## config.mk

```make
export PLATFORM = sky130hd
export DESIGN_NAME = awbb_div
export DESIGN_NICKNAME = d
export VERILOG_FILES = /design/src/rtl/awbb_pkg.sv /design/src/rtl/awbb_div.sv
export SDC_FILE = /design/constraint.sdc
export NUM_CORES = 1
export LEC_CHECK = 0
export BUFFER_PORTS_ARGS = -buffer_cell sky130_fd_sc_hd__buf_4
export CORE_MARGIN = 2
export CORE_UTILIZATION = 50
export CTS_CLUSTER_SIZE = 30
export DETAILED_ROUTE_END_ITERATION = 16
export GPL_TIMING_DRIVEN = 0
export PLACE_DENSITY = 0.76
export SYNTH_ARGS = -nofsm -noshare
export SYNTH_HDL_FRONTEND = slang
export SYNTH_SLANG_ARGS = --single-unit
```

## constraint.sdc

```tcl
create_clock -name clk -period 5.4 [get_ports clk]
set_input_delay 1.08 -clock clk [delete_from_list [all_inputs] [get_ports clk]]
set_output_delay 1.08 -clock clk [all_outputs]
set_load 0.005 [all_outputs]
```

## src/rtl/awbb_pkg.sv

```systemverilog
// ----------------------------------------------------------------------------
// awbb_pkg: shared types and constants for the alpha-weighted row blur
// Payload structs, sequencer states, divider request/response and sizing.
// ----------------------------------------------------------------------------
package awbb_pkg;

  localparam int MAX_WINDOW = 257;
  localparam int ADDR_W     = $clog2(MAX_WINDOW);
  localparam int N_W        = 9;
  // largest window the 9-bit size register can select
  localparam int N_LIMIT    = (MAX_WINDOW < 511) ? MAX_WINDOW : 511;
  localparam int ATOT_W     = $clog2(N_LIMIT * 255 + 1);
  localparam int CTOT_W     = $clog2(N_LIMIT * 65025 + 1);
  localparam int Q_W        = 8;
  localparam int QCNT_W     = $clog2(Q_W);
  localparam int DIV_W      = ATOT_W + Q_W;
  localparam int PIX_W      = 32;

  typedef struct packed {
    logic       row_start;
    logic [7:0] alpha;
    logic [7:0] red;
    logic [7:0] green;
    logic [7:0] blue;
  } pix_in_t;

  typedef struct packed {
    logic [7:0] out_alpha;
    logic [7:0] out_red;
    logic [7:0] out_green;
    logic [7:0] out_blue;
  } pix_out_t;

  typedef enum logic [2:0] {
    ST_IDLE,
    ST_ADD,
    ST_CHECK,
    ST_DIV_GO,
    ST_DIV_WAIT,
    ST_EMIT,
    ST_SUB
  } state_t;

  // channel step codes
  localparam logic [1:0] CH_RED   = 2'd0;
  localparam logic [1:0] CH_GREEN = 2'd1;
  localparam logic [1:0] CH_BLUE  = 2'd2;
  localparam logic [1:0] CH_ALPHA = 2'd3;

  typedef struct packed {
    logic              start;
    logic [DIV_W-1:0]  dividend;
    logic [ATOT_W-1:0] divisor;
  } div_req_t;

  typedef struct packed {
    logic           busy;
    logic           done;
    logic [Q_W-1:0] quotient;
  } div_rsp_t;

  // zero selects one, anything past the store depth saturates
  function automatic logic [N_W-1:0] eff_size(input logic [N_W-1:0] v);
    logic [N_W-1:0] n;
    n = v;
    if (v == '0) begin
      n = N_W'(1);
    end else if (v > N_W'(N_LIMIT)) begin
      n = N_W'(N_LIMIT);
    end
    return n;
  endfunction

endpackage

```

## src/rtl/awbb_div.sv

```systemverilog
// ----------------------------------------------------------------------------
// awbb_div: iterative restoring divider, one quotient bit per cycle
// Quotient is known to fit in Q_W bits, so only Q_W steps are run.
// ----------------------------------------------------------------------------
module awbb_div import awbb_pkg::*; (
  input  logic     clk,
  input  logic     rst_n,
  input  div_req_t req,
  output div_rsp_t rsp
);

  logic              busy_r, busy_nxt;
  logic              done_r, done_nxt;
  logic [QCNT_W-1:0] cnt_r, cnt_nxt;
  logic [DIV_W-1:0]  rem_r, rem_nxt;
  logic [DIV_W-1:0]  sh_r, sh_nxt;
  logic [Q_W-1:0]    q_r, q_nxt;
  logic [DIV_W:0]    diff;
  logic              ge;

  assign diff = {1'b0, rem_r} - {1'b0, sh_r};
  assign ge   = ~diff[DIV_W];

  always_comb begin
    busy_nxt = busy_r;
    done_nxt = 1'b0;
    cnt_nxt  = cnt_r;
    rem_nxt  = rem_r;
    sh_nxt   = sh_r;
    q_nxt    = q_r;
    if (req.start) begin
      busy_nxt = 1'b1;
      cnt_nxt  = QCNT_W'(Q_W - 1);
      rem_nxt  = req.dividend;
      sh_nxt   = DIV_W'({req.divisor, {(Q_W - 1){1'b0}}});
      q_nxt    = '0;
    end else if (busy_r) begin
      if (ge) begin
        rem_nxt = diff[DIV_W-1:0];
      end
      q_nxt   = {q_r[Q_W-2:0], ge};
      sh_nxt  = sh_r >> 1;
      cnt_nxt = cnt_r - 1'b1;
      if (cnt_r == '0) begin
        busy_nxt = 1'b0;
        done_nxt = 1'b1;
      end
    end
  end

  always_ff @(posedge clk) begin
    if (!rst_n) begin
      busy_r <= 1'b0;
      done_r <= 1'b0;
    end else begin
      busy_r <= busy_nxt;
      done_r <= done_nxt;
    end
    cnt_r <= cnt_nxt;
    rem_r <= rem_nxt;
    sh_r  <= sh_nxt;
    q_r   <= q_nxt;
  end

  assign rsp.busy     = busy_r;
  assign rsp.done     = done_r;
  assign rsp.quotient = q_r;

endmodule

```

After elaboration in Yosys (flattened, before gate mapping)

Cells that the tools add are included.

Bits in registers: 60
Latch bits: 0
Memory bits (writable): 0
Memory bits (read-only): 0
Bits of input ports: 43
Output and inout bits: 10
Logic and storage cells: 26
Memories: 0

Add/sub/neg operators: 2
$mul: 0
Div/mod/pow operators: 0
$lt $le $gt $ge: 0
Equal/unequal tests: 1
Shift-type cells: 0
Mux-type cells: 9
Bitwise gates (word level): 3
Reduce and logical (&&, ||, !) cells: 4

Operators with widths:

| operator              | number |
|---|---|
| $mux W24              | 3 |
| $mux W23              | 2 |
| $sub A24 B23 Y25      | 1 |
| $mux W1               | 4 |
| $logic_not A3 Y1      | 1 |
| $not A1 Y1            | 3 |
| $reduce_or A3 Y1      | 1 |
| $sub A3 B1 Y3 const B | 1 |
| $ne A2 B2 Y1 const B  | 1 |
| $reduce_and A2 Y1     | 1 |
| $reduce_bool A2 Y1    | 1 |

Logic depth before layout (Yosys ltp)

Gate-level depths: netlist of run 1.

Word-level depth: 4
Mapped depth: 9
Mapped depth without buffers: 9

Least setup slack after synthesis of run 1

Ideal clock, no wire load.

Path kind: register to register
Start: register rem_r[0]
End: register rem_r[0], enable pin
Setup time: 0.438 ns
Arrival time: 3.619 ns
Data required time: 4.962 ns
Slack: 1.343 ns
Stages on the path, launching flop included: 10
Path buffers: 0
Period minus slack after synthesis: 4.057 ns
Cell sequence: edfxtp_1 inv_1 ha_1 fa_1 nand2b_1 a21oi_1 o21ai_0 a22oi_1 a221oi_2 o21ai_0

Cells in the longest elaborated chain, start to end: 3

Ends and longest elaborated chain:

| element                     | RTL line       | source |
|---|---|---|
| start: declaration          | awbb_div.sv:15 | `logic [DIV_W-1:0] rem_r, rem_nxt;` |
| start signal: assignment    | awbb_div.sv:60 | `rem_r <= rem_nxt;` |
| $sub A24 B23 Y25            | awbb_div.sv:21 | `assign diff = {1'b0, rem_r} - {1'b0, sh_r};` |
| $ne A2 B2 Y1 (no line)      | -              |  |
| $reduce_and A2 Y1 (no line) | -              |  |

Every way passes these cells.
A chain may end at the register's enable or synchronous reset.

Worst setup path after layout of run 1

Start: register rem_r[0]
End: register rem_r[3], enable pin

The elaborated chain is that of the path after synthesis.

==> flow_summary.yaml, run 1 <==
synthesis:
  synthTopCellsByArea: "edfxtp_1 (31%), dfxtp_1 (10%), ha_1 (8.2%), nand2_1 (5.7%), mux2i_1 (5.0%)"
  postSynthCellCount: 411
  yosys_warnings: 0
  synth_top_area_share_pct: 31.4
  yosysSeqAreaShare_pct: 41.9
  synthFlopType: "edfxtp_1"
  yosysUniqueCellTypes: 64
  yosys.area.top_type: "edfxtp_1"
  synth_area_per_cell_um2: 9.30
  syn_area_um2: 3820
  synth_nets: 480
  async_flop_share_pct: 0
  synth-edff-count: 40
  ys_ff_latch: 60
worst_setup_path:
  crit_arrival_ns: 3.35
  cp_cell_sequence: "inv_1 -> ha_1 -> fa_1 -> nand2b_1 -> a21oi_1 -> o21ai_0 -> a22oi_1 -> a221oi_2 -> o21ai_2 -> buf_8"
  start_kind: "flip-flop"
  regToRegSetupSlack_ns: 2.10
  setup.worst_path.class: "flip-flop to flip-flop"
  r2r_cells: 10
  worst-path-max-fanout: 17
  endpoint_kind: "flip-flop"
  critPathMaxStageDelay_ns: 0.51
  rr_startpoint: "rem_r[0]$_DFFE_PP_"
  critPathLaunch: "rem_r[0]$_DFFE_PP_"
  worst_r2r_endpoint: "rem_r[3]$_DFFE_PP_"
  crit_slowest_cell: "a22oi_1"
  required_ns: 5.44
cts:
  postCtsSetupRepairBufs: 0
  cts-root-buf: "clkbuf_8"
  cts.htree.levels: 3
  post_cts_resized: 0
  clock_latency_ns: 0.35
  clockBufferDepth: 2
  postCtsHoldBufs: 0
  cts_made_buffers: 9
  cts_tree: "built"
  clock_sinks: 60
  clk_pin_slew_ns: 0.06
hold_path:
  min_from: "cnt_r[2]$_SDFFE_PP1P_"
  hold_class: "flip-flop to flip-flop"
  hold_depth: 2
  min_to: "cnt_r[2]$_SDFFE_PP1P_"
route:
  wirelength_um: 9800
  dr_total_vias: 3290
  wire_per_inst_um: 16.9
  first_iter_violations: 249
  dr.pass1.iters: 8
  drc: 0
  avgViaCountPerCell: 5.68
  ant_nets: 0
timing:
  rsz0062_at_grt: "false"
  maxSlewViolCount: 0
  finalHoldViolCount: 0
  max_slew_margin_pct: 41.6
  period_minus_slack_ns: 3.30
  clock_skew_ns: 0.0104
  setup_viol: 0
  min_period_over_period_pct: 61.2
  worstMarginPinSlew_ns: 0.874
  max_clock_freq_mhz: 303
grt:
  grt_util_all_layers_pct: 24.0
  grt_max_degree: 18
  grt_antenna_before_repair: 0
  overflow: 0
  grt_pass1_vias: 3235
  grt_pass1_wl_um: 15600
cells_and_area:
  diodes: 0
  final_cell_mix: "nand2_1 (58), buf_4 (54), edfxtp_1 (40)"
  fin_nets: 544
  area_growth_pct: 19.3
  multi_input_area_um2: 2000
  final_util_pct: 62.2
  fillCellCount: 636
  layout_commonest_cell: "nand2_1"
  register_area_um2: 1600
  drive_gt1_share_pct: 19.2
floorplan:
  ios: 53
  start_util_pct: 52.2
  std_cell_rows: 31
  die_width_um: 91.5
  die-area_um2: 8360
  coreArea_um2: 7330
  die_h_um: 91.5
flow_run:
  maxCapViolations: 0
status:
  status: "complete, no violations"
power_and_ir_drop:
  power.density_nw_per_um2: 392
  max-vdd-ir-drop_uv: 202
  total_power_mw: 1.79
  p_leak_nw: 1.94
placed_design:
  gp_congestion: 0.921
  dp_hpwl_um: 7150
  io_buffers: 52
worst max-delay path by stage:
stage,endpoint,depth (start not counted)
finish,rem_r[3]$_DFFE_PP_,10
global route,rem_r[7]$_DFFE_PP_,10
CTS,rem_r[3]$_DFFE_PP_,10
detailed placement,rem_r[11]$_DFFE_PP_,10
global placement,rem_r[10]$_DFFE_PP_,9
floorplan,rem_r[0]$_DFFE_PP_,9
cell families after synthesis:
logic type	after synthesis	synth area share (%)
and+or+nand+nor	127	15.5
xor gates and xnor gates	14	3.21
adders and majority gates	26	8.70
AOI/OAI and AO/OA	112	20.0
muxes	19	4.97
buffers and inverters	53	5.79
DFF	60	41.9
flip-flops by register name, indices dropped and copies added, names as in the netlist:
name    flops
done_r      1
rem_r      24
q_r         8
sh_r       23
cnt_r       3
busy_r      1
area by class of cell:
cell class | count | share of cell area [%]
plain buffers | 22 | 2.30
clock buffers | 13 | 4.20
clock inverters | 3 | 0.329
inverters | 31 | 2.55
multi-input cells | 298 | 43.9
flip-flops and latches | 60 | 35.1
well taps | 99 | 2.71
repair buffers | 53 | 8.88
where the power goes:
| group | total [mW] | switching [mW] | internal [mW] |
|---|---|---|---|
| Combinational | 0.762 | 0.454 | 0.308 |
| Sequential | 0.608 | 0.0251 | 0.583 |
| Clock | 0.420 | 0.187 | 0.233 |
| Total | 1.79 | 0.667 | 1.12 |
worst max-delay path, delay by kind of cell (launching register included):
family	cells	cell delay, ns
buf+inv	2	0.30
simple gates	1	0.18
fa+ha+maj	2	0.61
compound gates	5	1.59
flops	1	0.32
cell usage after synthesis, drive strengths merged (7+ instances only):
cell type,instances
o31ai,16
mux2i,19
buf,7
nand2,58
nor2,29
a21o,9
xnor2,8
edfxtp,40
o21ai,29
ha,25
clkbuf,15
dfxtp,20
inv,30
a21oi,29
routing by layer:
layer,global-route usage [%],wire [um],vias up
met4,8.33,216,0
met3,6.22,675,28
met5,0,0,-
li1,-,-,1614
met1,32.3,4490,1518
met2,37.4,4410,130
metrics by stage:
stage	TNS (ns)	cells	hold WS, ns	setup slack [ns]	area (um2)
6_report	0	579	0.492	2.10	4560
5_1_grt	0	579	0.513	1.87	4560
4_1_cts	0	579	0.502	2.13	4560
3_5_place_dp	0	563	0.481	2.14	4360
3_3_place_gp	-0.554	562	0.456	-0.0238	4340
2_1_floorplan	0	411	0.444	1.34	3820
Note: power is estimated with default switching activity, not from simulation.
==> run 2, diff against run 1 <==
==> constraint.sdc (replaced) <==
create_clock -name clk -period 3.3 [get_ports clk]
set_input_delay 0.66 -clock clk [delete_from_list [all_inputs] [get_ports clk]]
set_output_delay 0.66 -clock clk [all_outputs]
set_load 0.005 [all_outputs]
==> run 2 against run 1 <==
Net effect: maximum frequency up 11%; sequential share of layout area down 0.29 points; clock power up 55%; register-to-register slack worse by 1.8 ns; hold slack worse by 0.0050 ns; critical endpoint unchanged; setup slack worse by 1.8 ns; cell area up 0.82%; clock-buffer cell count down 2; routed wire length up 1.9%; utilization up 0.51 points; sequential power up 63%.
==> flow_summary.yaml, run 2 (same netlist as run 1, synthesis figures left out) <==
route:
  avgViaCountPerCell: 5.72
  wirelength_um: 9980
  dr_total_vias: 3324
  first_iter_violations: 269
  drc: 0
  dr.pass1.iters: 5
  ant_nets: 0
  wire_per_inst_um: 17.2
cells_and_area:
  layout_commonest_cell: "nand2_1"
  top_register: "rem_r"
  finalNonFillerCells: 581
  diodes: 0
  fin_nets: 546
  largestRegisters: "rem_r x24, sh_r x23, q_r x8"
  area_growth_pct: 20.3
  final_util_pct: 62.8
  drive_gt1_share_pct: 19.7
  largest_register_ffs: 24
  final_cell_mix: "nand2_1 (58), buf_4 (54), edfxtp_1 (40)"
timing:
  max_clock_freq_mhz: 336
  maxSlewViolCount: 0
  rsz0062_at_grt: "false"
  worst_hold_slack_ns: 0.487
  max_slew_margin_pct: 46.1
  clock_skew_ns: 0.0123
  fin_setup_tns_ns: 0
  setup_viol: 0
  period_minus_slack_ns: 2.98
  finalHoldViolCount: 0
  layout_setup_ws_ns: 0.325
  worstMarginPinSlew_ns: 0.806
  min_period_over_period_pct: 90.2
floorplan:
  start_util_pct: 52.2
  std_cell_rows: 31
  ios: 53
  die-area_um2: 8360
  die_width_um: 91.5
  die_h_um: 91.5
  coreArea_um2: 7330
placed_design:
  dp_hpwl_um: 7000
  place_ws_ns: -0.445
  place_inst: 562
  gp_congestion: 0.905
  io_buffers: 52
power_and_ir_drop:
  pwr-share-clk_pct: 22.3
  swShare_pct: 38.3
  max-vdd-ir-drop_uv: 314
  seqPwrFrac_pct: 34.0
  p_leak_nw: 1.95
  p_int_mw: 1.81
  power.density_nw_per_um2: 636
  p_switching_mw: 1.12
  combPwrFrac_pct: 43.7
cts:
  clk_pin_slew_ns: 0.07
  cts.htree.levels: 3
  clock_sinks: 60
  clockBufferDepth: 2
  cts_tree: "built"
  postCtsHoldBufs: 0
  cts_made_buffers: 9
  cts-root-buf: "clkbuf_8"
  clock_latency_ns: 0.35
worst_setup_path:
  required_ns: 3.36
  start_kind: "flip-flop"
  crit_arrival_ns: 3.03
  worst-path-max-fanout: 12
  endpoint_kind: "flip-flop"
  setup.worst_path.class: "flip-flop to flip-flop"
flow_run:
  maxCapViolations: 0
grt:
  overflow: 0
  grt_util_all_layers_pct: 24.6
  grt_pass1_vias: 3260
  grt_max_degree: 17
  grt_antenna_before_repair: 0
  grt_pass1_wl_um: 16100
status:
  status: "complete, no violations"
hold_path:
  hold_class: "flip-flop to flip-flop"
==> run 2: cell types whose count changed in the layout (fill, tap and decap cells not counted) <==
cell	before	now
clkinvlp_4	0	1
o21ai_2	3	2
inv_4	0	1
clkinv_2	3	2
clkbuf_1	13	12
buf_12	0	2
clkinv_4	0	1
clkbuf_16	2	1
o21ai_4	0	2
buf_8	1	0
==> run 2: power by group through the flow <==
stage	registers [mW]	logic, mW	clock network [mW]
after floorplan	0.998	0.935	0
after global placement	1.01	1.20	0
after detailed placement	1.01	1.22	0
after CTS	0.995	1.24	0.656
after global routing	1.01	1.41	0.689
final	0.994	1.28	0.653
==> run 2: final cells by class <==
type,instances,area [um2]
clock inverters,5,32.5
multi-input cells,299,2030
plain buffers,22,105
fillers,637,2730
inverters,31,116
well taps,99,124
flip-flops and latches,60,1600
clock buffers,11,163
repair buffers,54,430
==> run 2: through the flow <==
| stage | power (mW) | area, um2 |
|---|---|---|
| 3_3_place_gp | 2.20 | 4340 |
| 6_report | 2.93 | 4600 |
| 3_5_place_dp | 2.23 | 4340 |
| 5_1_grt | 3.10 | 4600 |
| 2_1_floorplan | 1.93 | 3830 |
| 4_1_cts | 2.89 | 4560 |
==> run 2: metal layers <==
| metal | wire [um] | GRT usage (%) | vias to the layer above | part of all wire [%] |
|---|---|---|---|---|
| li1 | - | - | 1621 | - |
| met5 | 0 | 0 | - | 0 |
| met2 | 4550 | 38.8 | 137 | 46 |
| met3 | 662 | 3.98 | 24 | 6.6 |
| met1 | 4500 | 33.3 | 1542 | 45 |
| met4 | 266 | 10.5 | 0 | 2.7 |
==> run 2: critical path, stage by stage (launching register included) <==
cell and delay [ns]:
edfxtp_1 0.33, inv_1 0.04, ha_1 0.22, fa_1 0.40, nand2b_1 0.18, a21oi_1 0.22, o21ai_0 0.21, a22oi_1 0.46
a221oi_2 0.24, o21ai_4 0.21, buf_12 0.17
==> run 2: path summary, 6_finish.rpt <==
check                           depth (start not counted)             startpoint  slack [ns]                    end
worst min register to register                          2  cnt_r[2]$_SDFFE_PP1P_        0.49  cnt_r[2]$_SDFFE_PP1P_
worst min-delay path                                    2  cnt_r[2]$_SDFFE_PP1P_        0.49  cnt_r[2]$_SDFFE_PP1P_
worst max-delay path                                   10     rem_r[0]$_DFFE_PP_        0.32     rem_r[3]$_DFFE_PP_
worst max register to register                         10     rem_r[0]$_DFFE_PP_        0.32     rem_r[3]$_DFFE_PP_
==> run 2: repair_timing <==
action	4_1_cts	5_1_grt
setup buffers	0	2
cloned	1	0
setup endpoints to repair	24	24
resized for setup	2	0
pin swaps	0	2
==> run 3, diff against run 2 <==
--- a/config.mk
+++ b/config.mk
@@ -5,13 +5,15 @@
 export SDC_FILE = /design/constraint.sdc
 export NUM_CORES = 1
 export LEC_CHECK = 0
+export ABC_AREA = 1
 export BUFFER_PORTS_ARGS = -buffer_cell sky130_fd_sc_hd__buf_4
 export CORE_MARGIN = 2
 export CORE_UTILIZATION = 50
 export CTS_CLUSTER_SIZE = 30
 export DETAILED_ROUTE_END_ITERATION = 16
 export GPL_TIMING_DRIVEN = 0
-export PLACE_DENSITY = 0.76
+export PLACE_DENSITY = 0.75
 export SYNTH_ARGS = -nofsm -noshare
 export SYNTH_HDL_FRONTEND = slang
 export SYNTH_SLANG_ARGS = --single-unit
+export TNS_END_PERCENT = 50
==> run 3 against run 2 <==
Net effect: clock skew shrank 0.00056 ns; maximum frequency rose by 4.1%; clock power is 16% higher; synthesized cell count rose by 45%; via count up 15%; sequential share of layout area down 2.2 points; power is 2.5% lower; global-route usage down 0.16 points; setup slack better by 0.12 ns; critical path type unchanged; largest power group unchanged.
==> flow_summary.yaml, run 3 <==
cts:
  cts.htree.levels: 3
  cts_made_buffers: 9
  cts-root-buf: "clkbuf_8"
  postCtsSetupRepairBufs: 0
  clock_sinks: 60
  clockBufferDepth: 2
  clk_pin_slew_ns: 0.08
  cts_tree: "built"
  clock_latency_ns: 0.35
cells_and_area:
  largest_register_ffs: 24
  largestRegisters: "rem_r x24, sh_r x23, q_r x8"
  final_cell_mix: "nand2_1 (222), inv_1 (114), buf_4 (54)"
  area_growth_pct: 18.2
  layout_commonest_cell: "nand2_1"
  diodes: 0
  finalNonFillerCells: 770
  final_cell_area_um2: 4910
  drive_gt1_share_pct: 15.0
  fin_nets: 729
  top_register: "rem_r"
route:
  avgViaCountPerCell: 4.94
  first_iter_violations: 146
  dr.pass1.iters: 5
  dr_total_vias: 3807
  wirelength_um: 10600
  drc: 0
  wire_per_inst_um: 13.7
  ant_nets: 0
worst_setup_path:
  rr_startpoint: "rem_r[0]$_DFFE_PP_"
  required_ns: 3.28
  endpoint: "rem_r[0]$_DFFE_PP_"
  endpoint_kind: "flip-flop"
  worst_r2r_endpoint: "rem_r[0]$_DFFE_PP_"
  worst-path-max-fanout: 24
  r2r_cells: 14
  crit_arrival_ns: 2.84
  setup.worst_path.class: "flip-flop to flip-flop"
  start_kind: "flip-flop"
  regToRegSetupSlack_ns: 0.44
  critPathLaunch: "rem_r[0]$_DFFE_PP_"
synthesis:
  async_flop_share_pct: 0
  synth_top_area_share_pct: 28.9
  ys_top_cells_by_count: "nand2_1 (223), inv_1 (114), edfxtp_1 (40)"
  synth_nets: 666
  yosysUniqueCellTypes: 31
  synth_area_per_cell_um2: 6.95
  yosys.area.top_type: "edfxtp_1"
  ys_ff_latch: 60
  yosysSeqAreaShare_pct: 38.6
  yosys_warnings: 0
  postSynthCellCount: 597
  synth-edff-count: 40
  yosysMostFrequentCell: "nand2_1"
  syn_area_um2: 4150
  synthFlopType: "edfxtp_1"
  synthTopCellsByArea: "edfxtp_1 (29%), nand2_1 (20%), inv_1 (10%), dfxtp_1 (9.6%), ha_1 (7.5%)"
timing:
  setup_viol: 0
  maxSlewViolCount: 0
  clock_skew_ns: 0.0118
  fin_setup_tns_ns: 0
  worstMarginPinSlew_ns: 0.694
  max_clock_freq_mhz: 350
  period_minus_slack_ns: 2.86
  max_slew_margin_pct: 53.6
  min_period_over_period_pct: 86.6
  finalHoldViolCount: 0
  rsz0062_at_grt: "false"
floorplan:
  ios: 53
  start_util_pct: 51.0
  std_cell_rows: 33
  die-area_um2: 9040
  die_width_um: 95.1
  coreArea_um2: 8130
  die_h_um: 95.1
power_and_ir_drop:
  max-vdd-ir-drop_uv: 366
  p_leak_nw: 2.53
  power.density_nw_per_um2: 582
grt:
  overflow: 0
  grt_util_all_layers_pct: 24.4
  grt_pass1_wl_um: 16700
  grt_antenna_before_repair: 0
  grt_max_degree: 26
  grt_pass1_vias: 3639
status:
  status: "complete, no violations"
flow_run:
  maxCapViolations: 0
placed_design:
  gp_congestion: 0.933
  place_inst: 754
  dp_hpwl_um: 8110
  placed_cell_area_um2: 4670
  io_buffers: 52
hold_path:
  hold_class: "flip-flop to flip-flop"
run 3: cell types whose count changed after synthesis, sizes merged, moves of 15 or more:
cell / before / now
mux2i: 19 / 0
inv: 30 / 115
nand3: 3 / 39
o31ai: 16 / 0
nand2: 58 / 230
a21oi: 29 / 14
run 3: area by class of cell:
cell class / count / area (um2)
plain buffers: 12 / 73.8
clock buffers: 12 / 199
clock inverters: 4 / 32.5
fillers: 782 / 3230
inverters: 116 / 435
multi-input cells: 409 / 2040
flip-flops and latches: 60 / 1600
well taps: 105 / 131
repair buffers: 52 / 390
run 3: metrics by stage:
step                      utilization (%)  hold slack (ns)  power (mW)  worst slack, ns
after floorplan                         -            0.432        1.81            0.800
after global placement               57.4            0.457        2.07            0.207
final                                60.3            0.482        2.85            0.441
after global routing                 60.3            0.510        3.06            0.264
after CTS                            60.3            0.483        2.86           0.0827
after detailed placement             57.4            0.464        2.10           0.0739
run 3: metal layers:
metal / share of wire, % / track usage, % / vias to the layer above
met5: 0 / 0 / -
met4: 3.1 / 11.7 / 0
met3: 3.6 / 3.48 / 24
met2: 48 / 41.1 / 88
met1: 46 / 30.7 / 1701
li1: - / - / 1994
run 3: kinds of logic after synthesis:
| family | Yosys count | share of synthesized area (%) |
|---|---|---|
| simple gates | 327 | 33.6 |
| fa+ha+maj | 26 | 8.02 |
| compound gates | 53 | 6.93 |
| flops | 60 | 38.6 |
| xor+xnor | 3 | 0.633 |
| buf+inv | 128 | 12.3 |
run 3: worst min-delay path by stage:
stage | startpoint | to | slack (ns) | cells after the start
floorplan | sh_r[0]$_SDFFE_PP0P_ | sh_r[0]$_SDFFE_PP0P_ | 0.43 | 2
global placement | q_r[7]$_SDFFE_PP0P_ | q_r[7]$_SDFFE_PP0P_ | 0.46 | 2
detailed placement | q_r[7]$_SDFFE_PP0P_ | q_r[7]$_SDFFE_PP0P_ | 0.46 | 2
CTS | q_r[0]$_SDFFE_PP0P_ | q_r[0]$_SDFFE_PP0P_ | 0.48 | 2
global route | cnt_r[2]$_SDFFE_PP1P_ | cnt_r[2]$_SDFFE_PP1P_ | 0.51 | 2
finish | q_r[7]$_SDFFE_PP0P_ | q_r[7]$_SDFFE_PP0P_ | 0.48 | 2
run 3: what timing repair did:
action	in CTS	in global routing
hold buffers	0	0
endpoints found under the setup margin	0	24
resized for setup	0	1
run 3: power breakdown:
| group | switching, mW | leakage [nW] | total (mW) | internal (mW) |
|---|---|---|---|---|
| clock network | 0.343 | 0.119 | 0.759 | 0.416 |
| logic | 0.725 | 1.84 | 1.13 | 0.407 |
| registers | 0.0351 | 0.573 | 0.963 | 0.928 |
run 3: critical path: stages, from the launching register on:
cell and delay [ns]:
edfxtp_1 0.33, inv_1 0.05, ha_1 0.22, fa_1 0.36
inv_1 0.15, nand3_1 0.10, nand3_2 0.13, nand2_1 0.08
nand2_2 0.08, nand2_1 0.10, nand2_1 0.10, nand2_1 0.05
nand2_1 0.12, nand2_1 0.08, nand2_2 0.52
